===== src/rtl/ffir_pkg.sv =====
// Shared types and constants of the first-fit interval reserver.
package ffir_pkg;

   // Field widths of one request and one result.
   localparam int DAY_W   = 12;
   localparam int TIME_W  = 12;
   localparam int ENTRY_W = DAY_W + 2 * TIME_W;
   localparam int INDEX_W = 2;

   // Width of the resources-in-use register and its value after reset.
   localparam int CSR_W = 3;
   localparam logic [CSR_W-1:0] CSR_RESET = 3'd4;

   // Width used to compare a resource counter against the limits.
   localparam int CMP_W = 5;

   // Default sizes.
   localparam int RESOURCES_DEF = 4;
   localparam int SLOTS_DEF     = 64;

   // One stored reservation.
   typedef struct packed {
      logic [DAY_W-1:0]  day;
      logic [TIME_W-1:0] start_time;
      logic [TIME_W-1:0] end_time;
   } entry_type;

   // Sequencer states, one-hot.
   typedef enum logic [3:0] {
      ST_IDLE = 4'b0001,
      ST_RES  = 4'b0010,
      ST_SCAN = 4'b0100,
      ST_DONE = 4'b1000
   } state_type;

endpackage


===== src/rtl/ffir_match.sv =====
// Overlap test of one stored reservation against the pending request.
module ffir_match (
   input  ffir_pkg::entry_type stored,
   input  ffir_pkg::entry_type request,
   output logic                conflict
);

   // Same day and the half-open intervals intersect.
   always_comb begin
      conflict = (stored.day == request.day) &&
                 (stored.start_time < request.end_time) &&
                 (request.start_time < stored.end_time);
   end

endmodule


===== config.mk =====
export PLATFORM = sky130hd
export DESIGN_NAME = ffir_match
export DESIGN_NICKNAME = d
export VERILOG_FILES = /design/src/rtl/ffir_pkg.sv /design/src/rtl/ffir_match.sv
export SDC_FILE = /design/constraint.sdc
export NUM_CORES = 1
export LEC_CHECK = 0
export BUFFER_PORTS_ARGS = -buffer_cell sky130_fd_sc_hd__buf_2
export CORE_UTILIZATION = 40
export DETAILED_ROUTE_END_ITERATION = 10
export PLACE_DENSITY_LB_ADDON = 0.1
export SYNTH_ARGS = -nofsm -noshare
export SYNTH_HDL_FRONTEND = slang
export SYNTH_SLANG_ARGS = --single-unit

===== constraint.sdc =====
create_clock -name vclk -period 2
set_clock_uncertainty 0.1 [all_clocks]
set_input_delay 0 -clock vclk [all_inputs]
set_output_delay 0 -clock vclk [all_outputs]
set_load 0.02 [all_outputs]

==> out/metrics.yaml <==
hpwl_um: 1670
fin_tns_setup_ps: 0
hold_class: "primary input to output pin"
design.seq.count: 0
slew_violations: 0
avgSynthCellArea_um2: 7.66
finalSetupViolCount: 0
nNetsFinal: 259
cts_setup_buffers: 0
worstPathMaxFanout: 3
routed_wl_um: 1690
overflow: 0
fin_total_pwr_mw: 0.189
drv_cap: 0
drt-wirelength-per-cell_um: 9.45
powerDensity_nw_per_um2: 176
grt_start_max_net_pins: 4
grt_antenna_before_repair: 0
hold_ws_ps: 400
violations: "design-rule violations"
cts_resized: 0
tightestPinTransition_ps: 367
hold_viol: 0
pin_count: 73
track_usage_pct: 18.3
setup_ws_ps: 385
vias: 857
worstSetupStartpointType: "primary input"
yosysSeqAreaShare_pct: 0
fmax_ghz: 0.619
routed_via_density: 4.79
p_leak_nw: 0.670
num_antenna_cells: 0
final_antenna_net_count: 0
cp_data_arrival_time_ps: 1510
run_status: "complete, but fails checks"
core_area_um2: 1560
dp.cells: 179
netlist_area_um2: 689
yosysTopAreaCellShare_pct: 39.9
fp.dieH_um: 43.5
die-area_um2: 1890
drc: 7
period_share_pct: 80.7
grt_pass1_vias: 781
synth_top_cell_by_area: "ha_1"
yosys.cell_types.count: 21
rsz0062_at_grt: "false"
gp_congestion: 0.642
period_needed_ps: 1610
drtIter0Drc: 14
ys_warn_count: 0
ir_worst_vdd_uv: 101
hold_depth: 7
synthCells: 90
die_w_um: 43.5
initial_utilization_pct: 44.2
relSlewSlack_pct: 74.9
synth_nets: 184
place_ws_ps: 369
regArea_um2: 0
io_buffers: 73
firstDrtPassIters: 7
row_count: 14
cp.required_ps: 1900
end_kind: "output pin"
stdcell_count: 179
clkbuf_count: 0
syn_to_final_growth_pct: 55.9
hold_buffers: 0
path_class: "primary input to output pin"
drive_gt1_share_pct: 46.6
synth_area_leaders: "ha_1, xnor2_1, inv_1, nand4_1, a21oi_1"
grt_pass1_wl_um: 2830
## cell families after synthesis
| group | count (synthesis) | share of synthesized area (%) |
|---|---|---|
| buffers and inverters | 22 | 12.0 |
| AO/OA/AOI/OAI | 17 | 17.2 |
| adder cells (fa/ha/maj) | 22 | 39.9 |
| XOR/XNOR | 12 | 15.2 |
| AND/OR/NAND/NOR | 17 | 15.6 |
## cells in the final DEF (no fill, tap or decap)
cell type / Yosys / final
a21oi_1: 6 / 6
nor2b_1: 1 / 1
o41ai_1: 2 / 2
nor2_1: 2 / 2
o21ai_0: 1 / 1
ha_1: 22 / 22
buf_2: 0 / 73
nor4_2: 1 / 1
nor4_1: 1 / 1
nand2b_1: 2 / 2
a21o_1: 3 / 3
nand4_1: 5 / 5
a211oi_2: 1 / 1
o21a_1: 1 / 1
a2111oi_0: 1 / 1
xnor2_1: 12 / 12
nand3_1: 3 / 3
nand2_1: 1 / 1
a211oi_1: 1 / 1
o211ai_1: 1 / 1
nand4_2: 1 / 1
inv_1: 22 / 22
## area by class of cell
| cell class | count | area, um2 |
|---|---|---|
| well taps | 16 | 20.0 |
| multi-input cells | 68 | 607 |
| fillers | 144 | 484 |
| inverters | 22 | 82.6 |
| repair buffers | 73 | 365 |
## Yosys cell counts
cell type and number:
a2111oi_0 1, nor2b_1 1, nand2_1 1, nand2b_1 2
ha_1 22, nor2_1 2, a211oi_1 1, a21o_1 3
nor4_1 1, nor4_2 1, a21oi_1 6, nand4_2 1
o21ai_0 1, xnor2_1 12, o41ai_1 2, o211ai_1 1
nand3_1 3, o21a_1 1, inv_1 22, a211oi_2 1
nand4_1 5
## metal layers
| metal | vias to the layer above | part of all wire, % | wire length, um | track usage [%] |
|---|---|---|---|---|
| met1 | 358 | 39 | 655 | 20.8 |
| met5 | - | 0 | 0 | 0 |
| met2 | 35 | 54 | 914 | 38.8 |
| li1 | 464 | - | - | - |
| met3 | 0 | 7.2 | 121 | 0.833 |
| met4 | 0 | 0 | 0 | 0 |
## where the power goes
group	internal, mW	switching [mW]
logic	0.111	0.0786
clock network	0	0
registers	0	0
## final timing paths
path | start | to | slack, ps
worst min-delay path | stored[26] | conflict | 400
worst max-delay path | stored[23] | conflict | 390
## stage by stage
step	utilization, %	area [um2]
floorplan	-	689
global placement	68.9	1070
detailed placement	68.9	1070
CTS	68.9	1070
global route	68.9	1070
finish	68.9	1070
## worst max-delay path, stage by stage
cell      delay, ps
buf_2           100
ha_1            320
a211oi_2        220
o211ai_1        100
nor4_1          300
o41ai_1         140
nor4_2          130
buf_2           200
Note: power is estimated with default switching activity, not from simulation.
